<file path="src/rtl/core/iblt_ram.sv">
// Generic single-write, single-read synchronous RAM with registered read data.
module iblt_ram #(
    parameter int WIDTH = 8,
    parameter int DEPTH = 16
) (
    input  logic                     clk,
    input  logic                     we,
    input  logic [$clog2(DEPTH)-1:0] waddr,
    input  logic [WIDTH-1:0]         wdata,
    input  logic [$clog2(DEPTH)-1:0] raddr,
    output logic [WIDTH-1:0]         rdata
);

    logic [WIDTH-1:0] mem [DEPTH];

    always_ff @(posedge clk)
    begin
        if (we)
        begin
            mem[waddr] <= wdata;
        end
        rdata <= mem[raddr];
    end

endmodule

</file>
<file path="config.mk">
export PLATFORM = sky130hd
export DESIGN_NAME = iblt_ram
export DESIGN_NICKNAME = d
export VERILOG_FILES = /design/src/rtl/core/iblt_ram.sv
export SDC_FILE = /design/constraint.sdc
export NUM_CORES = 1
export LEC_CHECK = 0
export ABC_CLOCK_PERIOD_IN_PS = 2000
export BUFFER_PORTS_ARGS = -buffer_cell sky130_fd_sc_hd__buf_2
export CAP_MARGIN = 5
export CORE_UTILIZATION = 40
export DETAILED_ROUTE_END_ITERATION = 10
export PLACE_DENSITY_LB_ADDON = 0.15
export SYNTH_ARGS = -nofsm -noshare
export SYNTH_HDL_FRONTEND = slang
export SYNTH_SLANG_ARGS = --single-unit
</file>
<file path="constraint.sdc">
create_clock -name clk -period 2 [get_ports clk]
set_clock_uncertainty 0.15 [all_clocks]
set_input_delay 0.4 -clock clk [delete_from_list [all_inputs] [get_ports clk]]
set_output_delay 0.4 -clock clk [all_outputs]
set_load 0.005 [all_outputs]
</file>
---- After elaboration in Yosys (flattened, before gate mapping) ----
Memory sizes are Yosys's and may differ from the RTL's. A register that Yosys moved wholly into a read port is not among the register bits.
Index checks and enable logic that the tools add are counted.
storage, ports and cells
  flip-flop bits (word level) ............. 0
  RAM bits ................................ 128
  bits of input ports ..................... 18
  output and inout port bits .............. 8
  logic and storage cells ................. 3
  memories kept ........................... 1
cells by class
  mux-type cells .......................... 2
memories
  name  words  bits a word  read ports  clocked after Yosys merged registers in  write ports  RTL line  RTL
  mem   16     8            1           1                                        1            14        logic [WIDTH-1:0] mem [DEPTH];
operators with widths
  cell              count
  1-bit 2-to-1 mux  2

---- Depth between registers and ports, before layout ----
  depth in word-level cells ............... 2
  gate-level depth with buffers ........... 5
  gate-level depth less buffers ........... 3

---- Worst setup path before layout ----
Ideal clock, no wire load.
  path kind ............................... input -> register
  start ................................... input waddr[2]
  end ..................................... memory mem[0][0], enable pin
  library setup time ...................... 0.383 ns
  arrival ................................. 1.510 ns
  required time ........................... 1.467 ns
  slack ................................... -0.043 ns
  cell stages on the path ................. 2
  buffers on the path ..................... 0
  cell sequence ........................... or3b_2 > nor3_1
RTL lines
  element             RTL line  RTL
  start: declaration  8         input logic [$clog2(DEPTH)-1:0] waddr,
  end: declaration    14
No word-level cell before the write port.

==> impl_results.md <==
- Synth Instances: 229
- # port buffers: 25
- CP peak stage delay: 0.56 ns
- Die Area: 13330 µm²
- CTS root buf: clkbuf_16
- #FFs+latches synth: 136
- Grt total ovfl: 0
- Synth warn: 0
- Worst-case clock buffer depth: 2
- Core box area: 12570 µm²
- Post-Syn Nets: 247
- M2 GR Usage: 0.2627
- Final cell count without fillers: 472
- VDD IR-drop max: 0.5402 mV
- Run status: finished clean
- Arrival time at the worst endpoint: 1.81 ns
- # DRC: 0
- Worst-path clk slew: 0.06 ns
- Vias per cell: 5.178
- Critical Path Most Common Cell: buf_12
- RSZ-0062 raised after global routing: false
- I/O pins: 26
- Relative slew slack: 0.7157
- Inserted Clock Buffers: 17
- Row Count: 41
- Placed Cells: 440
- Final min period: 1.669 ns
- Final GP Congestion: 0.7036
- Antenna violations before repair: 0
- Worst Tran Pin Value: 0.4265 ns
- Mapped Area: 5147 µm²
- Max Cap Violations: 0
- Post-CTS setup buffer count: 0
- LEAKAGE: 2.124 nW
- GR Util met3: 0.04916
- Crit share post-route: 0.8344
- Chip Width: 115.4 µm
- Critical path's slowest cell: mux4_1
- DR WL/cell: 21.64 µm
- Setup crit end kind: register
- Avg Cell Area, Syn: 22.48 µm²
- M1 GR Usage: 0.2469
- Largest cells by area after synthesis: edfxtp_1 75%, mux4_2 7.9%, mux4_1 7.1%, dfxtp_1 3.1%, a22oi_1 2.3%
- Initial core utilization: 0.4096
- Most Used Layer, Global Route: met2
- Register area share after synthesis: 0.7778
- Antenna Nets Post-Route: 0
- Number of global-route vias before repair: 2553
- H-tree depth: 4
- Critical Path Fanout Max: 12
- Post-CTS Hold Fix Bufs: 0
- CP Launch Type: input pin
- Area Overhead vs Synth: 20.95%
- CP cell instances: buf_2 -> buf_12 -> buf_12 -> mux4_1 -> a22oi_1 -> nand2_1
- Area leader, netlist: edfxtp_1
- First-pass GRT wire length: 15.82 mm
- DR pass1 iterations: 6
- Crit Path Class: input pin to register
- Hold_ws: 0.2275 ns
- Antenna cells: 0
- Die height: 115.4 µm
- Vias: 2444
- Pwr Density: 1047 nW/µm²
- Final hold vios: 0
- Largest net degree at the start of global routing: 33
- Synth top area share: 0.7467
- Clock sink total: 136
- DP HPWL: 6.457 mm
- Total Routing Usage GR: 0.1769
- CTS resizes: 0
- CTS tree: yes
- Final wirelength: 10.21 mm
- Synth cell types: 19
- Setup violators final: 0
- Clk_lat worst skew: 0.42 ns
- Initial drt markers: 186
- Fill count: 1050
- Max Fclk: 0.5993 GHz
- Slew Viols, Final: 0
- Hold WC Path Type: input pin to register
- Ratio of cells with drive above 1 in the final layout: 0.3233
- CP required: 2.14 ns
- # nets final: 305
-- report_power, final --
group          switching (W)  internal [W]
logic               0.000168      0.000142
clock network        0.00108       0.00192
registers          0.0000202       0.00319
-- registers in the layout (all words and copies together) (netlist names) --
register / cells
rdata: 8
mem: 128
-- placed cells by master (no fill, tap or decap) --
cell type	n
a22oi_1	16
nand3_1	1
clkinvlp_4	2
mux4_2	18
nor3_2	1
or3b_2	1
dfxtp_1	8
and2_1	1
nand2_1	9
clkbuf_16	17
nor3_1	3
bufinv_16	2
buf_4	19
nand2b_1	2
buf_2	25
nor2b_1	1
clkinv_2	4
clkbuf_8	3
edfxtp_1	128
mux4_1	14
clkbuf_1	4
buf_12	5
and2b_1	1
nor2_1	13
nand3b_1	2
-- cells by family (layout without fill, tap and decap cells) --
| family | Yosys count | after routing | synth area share |
|---|---|---|---|
| AO/OA/AOI/OAI | 16 | 16 | 0.02334 |
| buffers and inverters | 10 | 81 | 0.01677 |
| flip-flops | 136 | 136 | 0.7778 |
| multiplexers | 32 | 32 | 0.1502 |
| AND/OR/NAND/NOR | 35 | 35 | 0.03184 |
-- worst max-delay path, delay by kind of cell --
| kind | cells | cell delay (ns) |
|---|---|---|
| AO/OA/AOI/OAI | 1 | 0.31 |
| buffers and inverters | 3 | 0.44 |
| multiplexers | 1 | 0.56 |
| AND/OR/NAND/NOR | 1 | 0.08 |
-- layout make-up --
cell class / instances / area (µm²) / share of cell area
clock buffers: 24 / 481.7 / 0.07737
flip-flops and latches: 136 / 4004 / 0.6431
well taps: 172 / 215.2 / 0.03457
multi-input cells: 83 / 1062 / 0.1706
repair buffers: 49 / 367.9 / 0.05908
clock inverters: 8 / 95.09 / 0.01527
-- cells in the mapped netlist --
| library cell | count |
|---|---|
| nand2_1 | 9 |
| mux4_1 | 14 |
| and2_1 | 1 |
| nor2b_1 | 1 |
| buf_6 | 3 |
| nor2_1 | 13 |
| mux4_2 | 18 |
| buf_2 | 3 |
| nand2b_1 | 2 |
| buf_4 | 1 |
| edfxtp_1 | 128 |
| nand3_1 | 1 |
| clkdlybuf4s25_2 | 3 |
| dfxtp_1 | 8 |
| nor3_1 | 4 |
| nand3b_1 | 2 |
| or3b_2 | 1 |
| a22oi_1 | 16 |
| and2b_1 | 1 |
-- layer usage --
layer / share of wire / wire length, µm
met1: 0.48 / 4857
met2: 0.47 / 4782
met3: 0.039 / 394
met4: 0.018 / 180
met5: 0 / 0
-- worst paths after layout --
path,from,to,slack (ns),depth (start not counted)
max,raddr[0],rdata[5],0.33,6
min,wdata[0],mem[12][0],0.23,1
max reg2reg,mem[2][5],rdata[5],0.47,3
min reg2reg,mem[11][2],rdata[2],0.52,3
-- stage by stage --
step / instance area (µm²) / total power [W] / util / TNS (ns) / setup WS [ns]
3_5_place_dp: 5649 / 0.003586 / 0.4495 / -0.2201 / -0.1129
5_1_grt: 6226 / 0.006744 / 0.4954 / 0 / 0.2977
3_3_place_gp: 5649 / 0.003582 / 0.4495 / -0.2258 / -0.1215
2_1_floorplan: 5152 / 0.003423 / - / 0 / 0.1839
6_report: 6226 / 0.006518 / 0.4954 / 0 / 0.3313
4_1_cts: 6226 / 0.006595 / 0.4954 / 0 / 0.3312
Power figures use the tool's default switching activity.
