===== config.mk =====
export PLATFORM = sky130hd
export DESIGN_NAME = iblt_hash
export DESIGN_NICKNAME = d
export VERILOG_FILES = /design/src/rtl/core/iblt_pkg.sv /design/src/rtl/core/iblt_hash.sv
export SDC_FILE = /design/constraint.sdc
export NUM_CORES = 2
export LEC_CHECK = 0
export BUFFER_PORTS_ARGS = -buffer_cell sky130_fd_sc_hd__buf_4
export CAP_MARGIN = 15
export CORE_MARGIN = 3
export CORE_UTILIZATION = 45
export DETAILED_ROUTE_END_ITERATION = 6
export GPL_ROUTABILITY_DRIVEN = 0
export PLACE_DENSITY = 0.64
export SETUP_SLACK_MARGIN = 0.3
export SYNTH_ARGS = -nofsm -noshare
export SYNTH_HDL_FRONTEND = slang
export SYNTH_SLANG_ARGS = --single-unit

===== constraint.sdc =====
create_clock -name clk -period 10.3 [get_ports clk]
set_input_delay 1.545 -clock clk [delete_from_list [all_inputs] [get_ports clk]]
set_output_delay 1.545 -clock clk [all_outputs]
set_load 0.02 [all_outputs]

===== src/rtl/core/iblt_pkg.sv =====
// Package with the shared constants, types and index hash of the lookup table.
package iblt_pkg;

    localparam int NUM_TABLES        = 4;
    localparam int BUCKETS_PER_TABLE = 256;
    localparam int COUNT_BITS        = 16;

    localparam int TOTAL_BUCKETS = NUM_TABLES * BUCKETS_PER_TABLE;
    localparam int ADDR_W        = $clog2(TOTAL_BUCKETS);
    localparam int IDX_W         = $clog2(BUCKETS_PER_TABLE);
    localparam int T_W           = $clog2(NUM_TABLES);
    localparam int SINCE_W       = ADDR_W + 1;
    localparam int NZ_W          = ADDR_W + 1;
    localparam int COEFF_W       = 62;
    localparam int HALF_W        = 31;
    localparam int CFG_IDX_W     = 3;

    localparam logic OP_INSERT = 1'b0;
    localparam logic OP_PEEL   = 1'b1;

    localparam logic [1:0] ST_INSERTED = 2'd0;
    localparam logic [1:0] ST_PEELED   = 2'd1;
    localparam logic [1:0] ST_SUCCESS  = 2'd2;
    localparam logic [1:0] ST_FAILURE  = 2'd3;

    localparam logic [CFG_IDX_W-1:0] CFG_CHECK  = 3'd0;
    localparam logic [CFG_IDX_W-1:0] CFG_TABLE0 = 3'd1;
    localparam logic [CFG_IDX_W-1:0] CFG_TABLE1 = 3'd2;
    localparam logic [CFG_IDX_W-1:0] CFG_TABLE2 = 3'd3;
    localparam logic [CFG_IDX_W-1:0] CFG_TABLE3 = 3'd4;

    typedef struct packed {
        logic               opcode;
        logic signed [63:0] key_in;
    } iblt_in_t;

    typedef struct packed {
        logic [1:0]         status;
        logic signed [63:0] key_out;
    } iblt_out_t;

    typedef struct packed {
        logic [63:0]           key_sum;
        logic [63:0]           check_sum;
        logic [COUNT_BITS-1:0] count;
    } entry_t;

    localparam int ENTRY_W = $bits(entry_t);

    // Low bits of the affine index hash; only the low slices of the operands matter.
    function automatic logic [IDX_W-1:0] index_hash_low(input logic [COEFF_W-1:0] coeffs,
                                                        input logic [63:0] key);
        logic [IDX_W-1:0]   a;
        logic [IDX_W-1:0]   b;
        logic [2*IDX_W-1:0] p;
        a = coeffs[HALF_W +: IDX_W];
        b = coeffs[IDX_W-1:0];
        p = a * key[IDX_W-1:0];
        return p[IDX_W-1:0] + b;
    endfunction

endpackage


===== src/rtl/core/iblt_hash.sv =====
// Check hash unit: a*key+b mod 2^64 with one shared 31x32 multiplier.
module iblt_hash
    import iblt_pkg::*;
(
    input  logic               clk,
    input  logic               rst_n,
    input  logic               start,
    input  logic [COEFF_W-1:0] coeffs,
    input  logic [63:0]        key,
    output logic               hash_valid,
    output logic [63:0]        hash
);

    logic [HALF_W-1:0] a_reg;
    logic [HALF_W-1:0] b_reg;
    logic [63:0]       key_reg;
    logic [62:0]       p0_reg;
    logic [31:0]       p1_reg;
    logic [63:0]       hash_reg;
    logic [1:0]        step_reg;
    logic [1:0]        step_next;
    logic [31:0]       mul_b;
    logic [62:0]       prod;
    logic              valid_flag_reg;

    assign mul_b = (step_reg == 2'd1) ? key_reg[31:0] : key_reg[63:32];
    assign prod  = a_reg * mul_b;

    always_comb
    begin
        step_next = step_reg;
        if (start)
        begin
            step_next = 2'd1;
        end
        else if (step_reg != 2'd0)
        begin
            step_next = (step_reg == 2'd3) ? 2'd0 : step_reg + 2'd1;
        end
    end

    always_ff @(posedge clk or negedge rst_n)
    begin
        if (!rst_n)
        begin
            step_reg <= 2'd0;
        end
        else
        begin
            step_reg <= step_next;
        end
    end

    always_ff @(posedge clk)
    begin
        if (start)
        begin
            a_reg   <= coeffs[COEFF_W-1:HALF_W];
            b_reg   <= coeffs[HALF_W-1:0];
            key_reg <= key;
        end
        if (step_reg == 2'd1)
        begin
            p0_reg <= prod;
        end
        if (step_reg == 2'd2)
        begin
            p1_reg <= prod[31:0];
        end
        if (step_reg == 2'd3)
        begin
            hash_reg <= {1'b0, p0_reg} + {p1_reg, 32'h0} + {33'h0, b_reg};
        end
    end

    assign hash       = hash_reg;
    assign hash_valid = (step_reg == 2'd0) && !start && valid_flag_reg;

    always_ff @(posedge clk or negedge rst_n)
    begin
        if (!rst_n)
        begin
            valid_flag_reg <= 1'b0;
        end
        else
        begin
            valid_flag_reg <= (step_reg == 2'd3);
        end
    end

endmodule


; ---- Word level (Yosys, flattened, before mapping)
; Index checks and enable logic that the tools add are counted.
[word_totals]
ramBits = 0
wordCells = 25
regBits = 288
latch_bits = 0
mem_bits_ro = 0
inputBits = 129
out_inout_bits = 65
memories = 0
[classes]
n_mux = 4
eq_ne = 3
n_reduce_logical = 6
n_addsub = 3
shifts = 0
n_div = 0
n_mul = 1
magnitude_cmp = 0
n_bitwise = 0
[op_table]
columns = op, n
row1 = adder 63 x 64 -> 64 bit, 1
row2 = adder 64 x 31 -> 64 bit, 1
row3 = multiplier 31 x 32 -> 63 bit, 1
row4 = 2-to-1 mux 32 bit, 1
row5 = 2-to-1 mux 2 bit, 3
row6 = == test 2 bit (second input constant), 2
row7 = nonzero test 2 bit, 2
row8 = adder 2 x 1 -> 2 bit (second input constant), 1
row9 = == test 2 x 1 -> 1 bit (second input constant), 1
row10 = logical AND 1 bit, 2
row11 = logical NOT 2 bit, 1
row12 = logical NOT 1 bit, 1

; ---- Longest topological paths before layout
[depth]
depth_word = 4
mapped_depth = 34
depth_no_buf = 31

; ---- Least setup slack after synthesis
; OpenSTA, ideal clock, no wires.
[synth_timing]
path_kind = register to register
start = register step_reg[1]
end = register p0_reg[62] (data pin)
required_ps = 10042
setup_ps = 258
stages_incl_launch_ff = 31
arrival_ps = 9777
path_slack_ps = 265
synth_period_minus_slack_ps = 10035
cell_sequence = dfrtp_1 > inv_1 > ha_1 > clkbuf_1 > buf_1 > mux2_2 > clkbuf_1 > and2_1 > fa_1 > fa_1 > inv_1 > fa_1 > fa_1 > inv_1 > fa_1 > fa_1 > fa_1 > inv_1 > fa_1 > inv_1 > ha_1 > clkbuf_1 > and3_1 > a221o_1 > a2111oi_0 > a21oi_1 > a21oi_1 > a21oi_1 > a31o_2 > a21o_1 > xnor2_1
[synth_between]
elab_chain_cells = 3
[synth_rtl]
columns = element, line
row1 = "start, declared", iblt_hash.sv:20  ; logic [1:0] step_reg;
row2 = "start signal, assigned", iblt_hash.sv:50  ; step_reg <= step_next;
row3 = == test 2 x 1 -> 1 bit, iblt_hash.sv:26  ; assign mul_b = (step_reg == 2'd1) ? key_reg[31:0] : key_reg[63:32];
row4 = 2-to-1 mux 32 bit, iblt_hash.sv:26
row5 = multiplier 31 x 32 -> 63 bit, iblt_hash.sv:27  ; assign prod = a_reg * mul_b;
row6 = named net prod[62], iblt_hash.sv:23  ; logic [62:0] prod;
row7 = "end signal, assigned", iblt_hash.sv:64  ; p0_reg <= prod;
row8 = "end, declared", iblt_hash.sv:17  ; logic [62:0] p0_reg;
; The timed path passes the listed nets, and every way through them passes these cells.
; A chain may end at the register's enable or synchronous reset.

; ---- Worst setup path in the final report
[layout_timing]
start = register step_reg[1]
end = register p0_reg[60] (data pin)
; Same word-level chain as after synthesis.

==> key figures <==
Status
  • Status: finished clean

Setup path
  • Launching point of the worst reg2reg path: step_reg[1]
  • Critical path fanouts, max: 33
  • Crit path arrival time: between 9 and 10 ns
  • Most common cell on crit path: fa_1
  • Crit end category: flop
  • Crit path kind: flop to flop
  • CP Data Required Time: roughly 11 ns
  • Worst path bufs/invs: 7
  • CP Launch Point: step_reg[1]
  • Slowest cell on crit path: mux2_2
  • CP Launch Type: flop
  • Crit path max-delay family: adder cells
  • Largest stage delay, worst path: about 0.62 ns

Yosys
  • Register area share after synthesis: 0.1923
  • Post-synth net total: ~5800
  • Post-synth EDFFs: 285
  • Cell Area, Synth: between 0.04 and 0.05 sq mm
  • Ys flop type: edfxtp_1
  • Synth Register Bits: 288
  • Synth unique cells: 67
  • Post-synthesis simple-gate area fraction: 0.1445
  • Compound-Gate Fraction of Synth Area: 0.06378
  • Xor/xnor share of the synthesized area: 0.02322
  • Mux cell area share after synthesis: 0.008697
  • Synth top area share: 0.3867
  • Mapped Cells: between 4000 and 5000
  • Avg Inst Size Synth: roughly 10 sq um
  • Synth area leaders: fa_1, edfxtp_1, ha_1
  • Largest family of logic cells by synthesized area: adder cells
  • Post-synth top area cell: fa_1
  • Synth Warn #: 0
  • Synth Area in Adders: 0.4765
  • Ys async rst share: 0.01042

Die
  • Core area: slightly below 0.1 sq mm
  • DIE WIDTH: 321.8 um
  • IO Count: about 190
  • Die Y: 321.8 um
  • Initial Utilization: 0.4547
  • Row count: 115
  • Total Die Area: around 0.10 sq mm

Layout
  • Layout area overhead: 8.240%
  • Final core area utilization: 0.4922
  • Final net count: between 5000 and 6000
  • Area of the multi-input gates: approximately 0.032 sq mm
  • Fillers: a little over 9000
  • Share of layout cells above drive strength 1: 0.07754
  • Most common cell after layout, fill and taps aside: fa_1
  • Commonest cells after routing, fill and taps aside: fa_1, inv_1, nand2_1
  • Register area: between 0.008 and 0.009 sq mm

Clocking
  • CTS tree: yes
  • CTS Buffer Depth: 3
  • H-tree depth: 2
  • Resized cells post-CTS: 0
  • Clk pin slew, worst setup/hold paths: roughly 0.060 ns
  • Post-CTS Setup Repair Bufs: 0
  • Hold Buf Count CTS: 0
  • Clk_lat worst skew: between 0.6 and 0.7 ns
  • Clock Sinks: around 290
  • Cts bufs inserted: 35
  • Clock Tree Root: clkbuf_16

Timing
  • Actual slew at the worst max-slew pin: between 1 and 1.5 ns
  • Worst slew margin: 0.1685
  • Final Skew: approximately 0.040 ns
  • RSZ-0062 raised after global routing: false
  • Final min period: around 9.6 ns
  • Final setup TNS: 0 ns
  • Max Fclk: around 0.10 GHz
  • Final hold violation count: 0
  • Final Cycle Share: 0.9292
  • Slew Limit Fails: 0
  • Endpoints failing setup: 0

Route
  • WL per Instance: roughly 21 um
  • Via-to-Cell Ratio: between 5 and 6
  • Final antenna-violating net count: 0
  • DRT iter0 DRCs: between 2000 and 2500
  • Via count: 30980
  • Detailed Route WL: between 100000 and 150000 um
  • DRC errors left: 0
  • Drt pass-1 iters: 5

GRT
  • Vias in the first global route: 32790
  • Pin count of the biggest net entering global routing: between 60 and 70
  • GRT Total Usage: 0.2424
  • Initial antenna violation count: 1
  • Remaining global-route overflow: 0
  • First-pass GRT wire length: around 190000 um

Hold path
  • Hold crit path type: flop to flop
  • Hold Startpoint: b_reg[0]

Placement
  • DP Wirelength: 97460 um
  • Buffers on Ports: a little under 200

Flow run
  • Max Cap Viol: 0
kinds of logic (layout without fill, tap and decap cells):
family,count (synthesis),after routing
flip-flops,288,288
buffers and inverters,1088,1160
AO/OA/AOI/OAI,440,440
other,0,4
multiplexers,35,35
adder cells (fa/ha/maj),1189,1189
XOR/XNOR,119,119
AND/OR/NAND/NOR,1283,1283
metrics by stage:
step	cell area, sq um	setup slack (ns)	hold slack (ns)	instances
2_1_floorplan	44890	0.9149	0.5128	4442
3_3_place_gp	47470	0.8629	0.5498	5739
3_5_place_dp	47470	0.7692	0.5521	5739
4_1_cts	48570	0.7605	0.5663	5801
5_1_grt	48570	0.3493	0.5788	5801
6_report	48580	0.7293	0.5621	5805
layer usage:
layer	GRT usage	routed length [um]	vias up
li1	-	-	13800
met1	0.3316	51870	15850
met2	0.3851	56620	1118
met4	0.09188	4765	0
met3	0.04593	9747	220
met5	0	0	-
path summary, 6_finish.rpt:
kind	end	slack, ns	depth (start not counted)
worst max-delay path	p0_reg[60]	0.73	28
worst min-delay path	hash[0]	0.56	1
worst max register to register	p0_reg[60]	0.73	28
worst min register to register	hash[0]	0.56	1
max in group asynchronous	valid_flag_reg	9.44	1
min in group asynchronous	step_reg[1]	0.75	1
worst register-to-register path, delay by kind of cell, from the launching register on:
family / cells / cell delay (ns)
adder cells (fa/ha/maj): 10 / 5.10
AO/OA/AOI/OAI: 5 / 1.35
buffers and inverters: 7 / 0.94
AND/OR/NAND/NOR: 4 / 0.79
multiplexers: 1 / 0.62
flip-flops: 1 / 0.41
XOR/XNOR: 1 / 0.11
Yosys cell counts, drive strengths merged, types with 6 or more instances:
master,count
fa,867
inv,852
nand2,545
and2,544
ha,322
edfxtp,285
clkbuf,232
a21oi,154
a21o,84
xnor2,77
o21ai,72
nor2,65
xor2,42
mux2,32
nand4,29
nand3,24
o21bai,24
a211oi,17
and3,17
nor3,15
o21a,10
o31ai,9
a31oi,8
and4,8
nor2b,8
a21boi,7
nand2b,7
a31o,6
final cells by class:
class / count / area share
Inverter: 852 / 0.06583
Clock buffer: 39 / 0.01834
Sequential cell: 288 / 0.1777
Multi-Input combinational cell: 3066 / 0.6624
Antenna cell: 4 / 0.0002060
Timing Repair Buffer: 246 / 0.03809
Clock inverter: 23 / 0.004301
Tap cell: 1287 / 0.03315
Power is not shown: default switching activity piles up to over one toggle a cycle in this logic, so the estimate is an artifact.
